File: src/sv/hierarchical_bitmap_allocator_macros.svh
// assertion macros for the hierarchical bitmap allocator
`ifndef HIERARCHICAL_BITMAP_ALLOCATOR_MACROS_SVH
`define HIERARCHICAL_BITMAP_ALLOCATOR_MACROS_SVH

// same-cycle implication, checked on clk, quiet while arst_n is low
`define HBA_ASSERT_NOW(label, ante, cons, msg) \
	label: assert property (@(posedge clk) disable iff (!arst_n) (ante) |-> (cons)) \
		else $error(msg);

// next-cycle implication
`define HBA_ASSERT_NEXT(label, ante, cons, msg) \
	label: assert property (@(posedge clk) disable iff (!arst_n) (ante) |=> (cons)) \
		else $error(msg);

`endif

File: src/sv/hba_pkg.sv
// package: constants, item types, command and status structs, helper functions
package hba_pkg;

	localparam int MAX_BLOCKS = 4096;
	localparam int MIN_BLOCKS = 2;
	localparam int WORD_BITS  = 64;
	localparam int BIT_W      = $clog2(WORD_BITS);
	localparam int LEAF_WORDS = MAX_BLOCKS / WORD_BITS;
	localparam int TREE_DEPTH = LEAF_WORDS + 1;
	localparam int WADDR_W    = $clog2(TREE_DEPTH);
	localparam int ADDR_W     = 12;
	localparam int CNT_W      = 13;

	typedef logic [WORD_BITS-1:0] word_t;

	typedef enum logic [1:0] {
		MODE_READ = 2'd0,
		MODE_USE  = 2'd1,
		MODE_FREE = 2'd2,
		MODE_FIND = 2'd3
	} mode_t;

	typedef struct packed {
		mode_t             mode;
		logic [ADDR_W-1:0] block_addr;
	} req_item_t;

	typedef struct packed {
		logic              bit_value;
		logic              found;
		logic [ADDR_W-1:0] found_addr;
		logic [CNT_W-1:0]  free_count;
	} rsp_item_t;

	typedef struct packed {
		logic capture;
		logic rd_en;
		logic lvl2;
		logic ev1;
		logic ev2;
		logic load_out;
	} hba_cmd_t;

	typedef struct packed {
		logic             more;
		logic [CNT_W-1:0] n;
	} hba_sts_t;

	// index of the lowest clear bit, 63 when the word is all ones
	function automatic logic [BIT_W-1:0] lowest_zero(input word_t w);
		logic [2:0] byte_i;
		logic [2:0] bit_i;
		logic [7:0] b;
		byte_i = 3'd7;
		for (int k = 7; k >= 0; k--) begin
			if (w[k*8 +: 8] != 8'hFF) begin
				byte_i = 3'(k);
			end
		end
		b = w[byte_i*8 +: 8];
		bit_i = 3'd7;
		for (int k = 7; k >= 0; k--) begin
			if (!b[k]) begin
				bit_i = 3'(k);
			end
		end
		return {byte_i, bit_i};
	endfunction

	function automatic logic [CNT_W-1:0] clamp_count(input logic [CNT_W-1:0] v);
		logic [CNT_W-1:0] r;
		r = v;
		if (v < CNT_W'(MIN_BLOCKS)) begin
			r = CNT_W'(MIN_BLOCKS);
		end else if (v > CNT_W'(MAX_BLOCKS)) begin
			r = CNT_W'(MAX_BLOCKS);
		end
		return r;
	endfunction

endpackage

File: src/sv/hba_ctl.sv
// controller: sequences tree reads, updates and result hand-off
module hba_ctl (
	input  logic             clk,
	input  logic             arst_n,
	input  logic             req_valid,
	output logic             req_ready,
	output logic             rsp_valid,
	input  logic             rsp_ready,
	input  hba_pkg::hba_sts_t sts,
	output hba_pkg::hba_cmd_t cmd
);
	import hba_pkg::*;

	typedef enum logic [2:0] {
		ST_IDLE,
		ST_RD1,
		ST_EV1,
		ST_RD2,
		ST_EV2,
		ST_FIN
	} state_t;

	state_t state_q;
	logic   out_valid_q;
	logic   slot_free;

	assign slot_free = !out_valid_q || rsp_ready;

	always_comb begin
		cmd          = '0;
		cmd.capture  = (state_q == ST_IDLE) && req_valid;
		cmd.rd_en    = (state_q == ST_RD1) || (state_q == ST_RD2);
		cmd.lvl2     = (state_q == ST_RD2);
		cmd.ev1      = (state_q == ST_EV1);
		cmd.ev2      = (state_q == ST_EV2);
		cmd.load_out = (state_q == ST_FIN) && slot_free;
	end

	assign req_ready = (state_q == ST_IDLE);
	assign rsp_valid = out_valid_q;

	always_ff @(posedge clk or negedge arst_n) begin
		if (!arst_n) begin
			state_q     <= ST_IDLE;
			out_valid_q <= 1'b0;
		end else begin
			if (cmd.load_out) begin
				out_valid_q <= 1'b1;
			end else if (rsp_ready) begin
				out_valid_q <= 1'b0;
			end
			case (state_q)
				ST_IDLE: begin
					if (req_valid) begin
						state_q <= ST_RD1;
					end
				end
				ST_RD1: begin
					state_q <= ST_EV1;
				end
				ST_EV1: begin
					state_q <= sts.more ? ST_RD2 : ST_FIN;
				end
				ST_RD2: begin
					state_q <= ST_EV2;
				end
				ST_EV2: begin
					state_q <= ST_FIN;
				end
				ST_FIN: begin
					if (slot_free) begin
						state_q <= ST_IDLE;
					end
				end
				default: begin
					state_q <= ST_IDLE;
				end
			endcase
		end
	end
endmodule

File: config.mk
export PLATFORM = sky130hd
export DESIGN_NAME = hba_ctl
export DESIGN_NICKNAME = d
export VERILOG_FILES = /design/src/sv/hierarchical_bitmap_allocator_macros.svh /design/src/sv/hba_pkg.sv /design/src/sv/hba_ctl.sv
export SDC_FILE = /design/constraint.sdc
export NUM_CORES = 1
export LEC_CHECK = 0
export BUFFER_PORTS_ARGS = -buffer_cell sky130_fd_sc_hd__buf_4
export CORE_AREA = 2 2 39 41
export CTS_BUF_LIST = sky130_fd_sc_hd__clkbuf_8
export DETAILED_ROUTE_END_ITERATION = 10
export DIE_AREA = 0 0 41 43
export PLACE_DENSITY = 0.57
export REMOVE_ABC_BUFFERS = 1
export SETUP_SLACK_MARGIN = 0.3
export SYNTH_ARGS = -nofsm -noshare
export SYNTH_HDL_FRONTEND = slang
export SYNTH_SLANG_ARGS = --single-unit
File: constraint.sdc
create_clock -name clk -period 1 [get_ports clk]
set_input_delay 0.2 -clock clk [delete_from_list [all_inputs] [get_ports clk]]
set_output_delay 0.2 -clock clk [all_outputs]
set_load 0.01 [all_outputs]
==> flow_metrics.tcl, run 1 <==
set metrics [dict create \
    status "complete, but fails checks" \
    violations "negative setup slack" \
    final_common_cell "buf_4" \
    path_cells "nor3_2, and2_1, buf_4" \
    initial_core_util_pct 17.6 \
    fin_crit_ns 1.32 \
    final_util_pct 39.6 \
    die_y_um 43 \
    cp-end-kind "output pin" \
    drive_gt1_share_pct 82.4 \
    cp_slowest_cell "dfrtp_2" \
    antenna_left 0 \
    dp.cells 57 \
    slowest_delay_ns 0.44 \
    worstSetupPathType "reg2out" \
    clkSlewWorstSetupHoldPaths_ns 0.03 \
    antenna_found_initial 0 \
    tightest_slew_ns 0.174 \
    placed_cell_area_um2 375 \
    clk_latency_ns 0.22 \
    max_freq_mhz 757 \
    cts_root_buf "clkbuf_8" \
    port_buffers 12 \
    ioPinCount 26 \
    fin_hold_ws_ns 0.301 \
    startpoint_type "flop" \
    min-delay-start "sts[13]" \
    crit_buf_inv 1 \
    report.final.slew_viol_count 0 \
    finalHoldViolCount 0 \
    final_nets 71 \
    wl_um 739 \
    grt_pass1_wl_um 1040 \
    yosysUniqueCellTypes 19 \
    min_path_cells 3 \
    diodes 0 \
    period_share_pct 132 \
    gp_congestion 0.779 \
    cp.required_ns 0.80 \
    worstPathArrival_ns 1.12 \
    synth_top_area_cell "dfrtp_1" \
    cts_tree "built" \
    ys_ff_latch 4 \
    r2r-start "state_q[2]$_DFFE_PN0P_" \
    via_per_inst 4.31 \
    relSlewSlack_pct 88.3 \
    dieArea_um2 1760 \
    worst_slack_ns -0.321 \
    rr_worst_depth 5 \
    grt_overflow 0 \
    drt_iter0_drc 1 \
    tns_ns -2.01 \
    rows 14 \
    syn2layout_area_growth_pct 125 \
    layout_common_cells "15 x buf_4, 8 x buf_6, 3 x clkbuf_8, 3 x dfrtp_2" \
    numCtsBuffers 3 \
    ctsLongestPathBuffers 2 \
    rsz0062_at_grt "yes" \
    worstPathMaxFanout 5 \
    syn_inst 26 \
    finalInstanceArea_um2 548 \
    die_x_um 41 \
    htreeDepth 1 \
    core_area_um2 1380 \
    path_delay_family "flip-flops" \
    ff2ff_setup_slack_ns -0.09 \
    synth.avg_cell_area_um2 9.38 \
    drc 0 \
    grt_pass1_vias 250 \
    worstHoldPathType "in2reg" \
    pre_cts_slack_ns -0.133 \
    r2r-end "state_q[0]$_DFFE_PN0P_" \
    vias 289 \
    synthTopCellsByArea "dfrtp_1 41%, nor2_1 7.7%, nand2b_4 5.6%, buf_6 4.6%, mux2i_1 4.1%" \
    min_delay_worst_endpoint "state_q[2]$_DFFE_PN0P_" \
    hpwl_um 398 \
    p_leak_nw 0.262 \
    power.total_mw 1.81 \
    ys_seq_area_share_pct 41.0 \
    yosys_warnings 0 \
    synth_top_area_share_pct 41.0 \
    track_usage_pct 10.3 \
    maxCapViolCount 0 \
    clock_skew_ns 0.000740 \
    stdcell_count 67 \
    cts_num_sinks 4 \
    setup_viol 9 \
    power_density_nw_per_um2 3300 \
    wl_per_cell_um 11.0 \
    max-vdd-ir-drop_mv 1.33 \
    grt_max_degree 7 \
    netlist_area_um2 244 \
    first_pass_iters 2 \
]
[area by class of cell]
class,instances,area [µm²]
Fill cell,148,836
Timing Repair Buffer,24,213
Multi-Input combinational cell,19,166
Sequential cell,4,104
Clock buffer,3,41.3
Tap cell,16,20.0
Inverter,1,3.75
[power breakdown]
group / total, mW / internal [mW] / switching (mW)
logic: 1.12 / 0.665 / 0.456
clock network: 0.345 / 0.257 / 0.0881
registers: 0.343 / 0.246 / 0.0968
total: 1.81 / 1.17 / 0.641
[Yosys cell counts]
library cell / number
buf_6: 1
nor3_1: 1
dfrtp_1: 4
nor3_2: 1
mux2i_1: 1
o22ai_1: 1
and2b_2: 1
nor3b_1: 1
inv_2: 1
buf_2: 1
nor2_1: 5
nand2b_1: 1
a21oi_1: 1
nand2b_4: 1
o21ai_1: 1
and2_1: 1
a211oi_1: 1
nand3b_1: 1
nor2b_1: 1
[worst min-delay path, cell delays in order]
cell and delay, ns:
buf_4 0.08, nor2b_4 0.13, o22ai_1 0.07
[layer usage]
metal	track usage, %	vias up	wire [µm]
met2	10.9	13	368
li1	-	139	-
met4	14.0	0	34
met5	0	-	0
met3	6.28	4	52
met1	11.1	133	284
[worst max-delay path by stage]
stage,cells past startpoint,slack (ns),endpoint,from
after detailed placement,3,-0.13,cmd[5],state_q[1]$_DFFE_PN0P_
final,3,-0.32,cmd[5],state_q[0]$_DFFE_PN0P_
after global routing,3,-0.37,cmd[5],state_q[0]$_DFFE_PN0P_
after global placement,3,-0.13,cmd[5],state_q[1]$_DFFE_PN0P_
after floorplan,2,-0.15,cmd[5],state_q[1]$_DFFE_PN0P_
after CTS,3,-0.30,cmd[5],state_q[0]$_DFFE_PN0P_
[sequential cells by signal (all words and copies together) (netlist names)]
signal / flops
rsp_valid: 1
state_q: 3
[repair_timing]
| item | in CTS | in global routing |
|---|---|---|
| setup buffers | 3 | 3 |
| setup endpoints to repair | 12 | 12 |
| resized for setup | 12 | 10 |
| hold buffers | 1 | 0 |
| hold endpoints to repair | 4 | 0 |
| pin swaps | 4 | 5 |
[cells by family after synthesis]
logic type | Yosys count | synth area share [%]
buffers and inverters | 3 | 8.20
AO/OA/AOI/OAI | 4 | 9.74
multiplexers | 1 | 4.10
flip-flops | 4 | 41.0
AND/OR/NAND/NOR | 14 | 36.9
No activity file was read; power rests on OpenSTA's default activity.
==> inputs of run 2 (changes only) <==
- ABC_AREA: not set -> 1
- CAP_MARGIN: not set -> 40
==> flow_metrics.tcl, run 2 <==
set metrics [dict create \
    synth_top_area_cell "dfrtp_1" \
    drt_iter0_drc 5 \
    ctsLongestPathBuffers 2 \
    p_switching_mw 0.559 \
    wl_per_cell_um 8.04 \
    max_freq_mhz 769 \
    setup_viol 7 \
    tightest_slew_ns 0.156 \
    startpoint_type "flop" \
    ys_async_sr_fraction_pct 100 \
    final_nets 75 \
    grt_max_degree 7 \
    dieArea_um2 1760 \
    hpwl_um 415 \
    final_util_pct 33.0 \
    clkSlewWorstSetupHoldPaths_ns 0.03 \
    intPower_mw 0.914 \
    placed_cell_area_um2 382 \
    power.total_mw 1.47 \
    worstSetupPathType "reg2out" \
    tns_ns -1.72 \
    power_frac_comb_pct 54.7 \
    layout_common_cells "16 x buf_4, 7 x inv_1" \
    yosysUniqueCellTypes 12 \
    cp_slowest_cell "dfrtp_1" \
    p_clk_share_pct 22.8 \
    gp_congestion 0.774 \
    first_pass_iters 4 \
    core_area_um2 1380 \
    worst_slack_ns -0.300 \
    fin_crit_ns 1.30 \
    antenna_left 0 \
    stdcell_count 71 \
    rsz0062_at_grt "yes" \
    p_sw_share_pct 37.9 \
    worstPathMaxFanout 5 \
    port_buffers 12 \
    htreeDepth 1 \
    cts_num_sinks 4 \
    cts_tree "built" \
    clock_skew_ns 0.00318 \
    grt_pass1_wl_um 903 \
    period_share_pct 130 \
    synthTopCellsByArea "dfrtp_1 41%, inv_1 14%, nor2_1 7.8%, o21ai_2 7.3%, nand3_1 6.2%" \
    numCtsBuffers 3 \
    ys_ff_latch 4 \
    final_common_cell "buf_4" \
    clk_latency_ns 0.22 \
    seq_power_share_pct 22.6 \
    largest_register_ffs 3 \
    yosys_warnings 0 \
    rows 14 \
    relSlewSlack_pct 89.5 \
    synthFlopType "dfrtp_1" \
    wl_um 571 \
    drive_gt1_share_pct 58.2 \
    finalHoldViolCount 0 \
    synth.avg_cell_area_um2 7.10 \
    cp-end-kind "output pin" \
    vias 282 \
    ys_seq_area_share_pct 41.5 \
    seq_area_um2 103 \
    report.final.slew_viol_count 0 \
    power_density_nw_per_um2 3230 \
    die_y_um 43 \
    worstHoldPathType "in2reg" \
    via_per_inst 3.97 \
    netlist_area_um2 241 \
    max_flop_register "state_q" \
    die_x_um 41 \
    cp_common_cell "inv_2" \
    initial_core_util_pct 17.5 \
    drc 0 \
    maxCapViolCount 0 \
    status "complete, but fails checks" \
    antenna_found_initial 0 \
    path_cells "inv_2, nor2_4, inv_2, o21ai_1, buf_4" \
    syn2layout_area_growth_pct 89.1 \
    p_leak_nw 0.250 \
    synth_top_area_share_pct 41.5 \
    cts_root_buf "clkbuf_8" \
    synthTopCellsByCount "9 x inv_1, 5 x nor2_1, 4 x dfrtp_1" \
    finalInstanceArea_um2 457 \
    violations "negative setup slack" \
    slowest_delay_ns 0.36 \
    track_usage_pct 8.06 \
    fillerInstances 161 \
    grt_pass1_vias 235 \
    multi_input_area_um2 114 \
    synth_most_common_cell "inv_1" \
    dp.cells 66 \
    syn_inst 34 \
    cp.required_ns 0.80 \
    synth_edf_count 0 \
    ioPinCount 26 \
    grt_overflow 0 \
    max-vdd-ir-drop_mv 1.29 \
    worstPathArrival_ns 1.10 \
    diodes 0 \
]
run 2: cell count changes after synthesis, sizes merged, moves of 2 or more:
cell / before / now
o21ai: 1 / 6
nand2: 0 / 3
inv: 1 / 10
buf: 2 / 0
nand3: 0 / 3
nor3: 2 / 0
nand2b: 2 / 0
nor2: 5 / 7
run 2: per-layer routing:
layer	vias up	share of wire (%)	global-route usage, %
li1	149	-	-
met1	119	48	10.4
met2	12	41	9.38
met3	2	8.4	6.28
met4	0	2.3	4.00
met5	-	0	0
run 2: power groups by stage:
stage | Sequential, mW | Clock (mW) | Combinational (mW)
6_report | 0.333 | 0.335 | 0.805
5_1_grt | 0.350 | 0.362 | 0.886
4_1_cts | 0.313 | 0.352 | 0.754
3_5_place_dp | 0.307 | 0 | 0.733
3_3_place_gp | 0.308 | 0 | 0.729
2_1_floorplan | 0.305 | 0 | 0.378
run 2: critical path: cells and delay by family, from the launching register on:
kind,cells,cell delay [ns]
flops,1,0.36
buf+inv,3,0.26
simple gates,1,0.13
compound gates,1,0.13
run 2: metrics by stage:
step	hold slack, ns	setup slack [ns]
floorplan	-0.0956	0.00481
global placement	-0.00315	-0.0809
detailed placement	-0.00233	-0.0790
CTS	0.188	-0.303
global route	0.200	-0.331
finish	0.197	-0.300
run 2: worst paths after layout:
check | startpoint | to | slack (ns) | cells past startpoint
max in group asynchronous | arst_n | state_q[0]$_DFFE_PN0P_ | 0.57 | 2
worst max register to register | state_q[1]$_DFFE_PN0P_ | state_q[1]$_DFFE_PN0P_ | 0.06 | 5
worst max-delay path | state_q[1]$_DFFE_PN0P_ | cmd[4] | -0.30 | 5
min in group asynchronous | arst_n | rsp_valid$_DFFE_PN0P_ | 0.32 | 2
worst min-delay path | rsp_ready | rsp_valid$_DFFE_PN0P_ | 0.20 | 2
worst min register to register | rsp_valid$_DFFE_PN0P_ | rsp_valid$_DFFE_PN0P_ | 0.59 | 2
run 2: kinds of logic after synthesis:
family / synth area share, %
AO/OA/AOI/OAI: 15.5
flip-flops: 41.5
AND/OR/NAND/NOR: 27.5
buffers and inverters: 15.5
run 2: final cells by class:
type | instances | share of cell area, %
Clock buffer | 3 | 9.04
Inverter | 10 | 8.22
Multi-Input combinational cell | 20 | 24.9
Sequential cell | 4 | 22.5
Tap cell | 16 | 4.38
Timing Repair Buffer | 18 | 31.0
run 2: what timing repair did:
item / CTS / global route
endpoints found under the hold margin: 4 / 0
hold buffers: 1 / 0
setup buffers: 0 / 1
setup endpoints to repair: 12 / 12
pin swaps: 2 / 0
gates resized for setup: 2 / 6
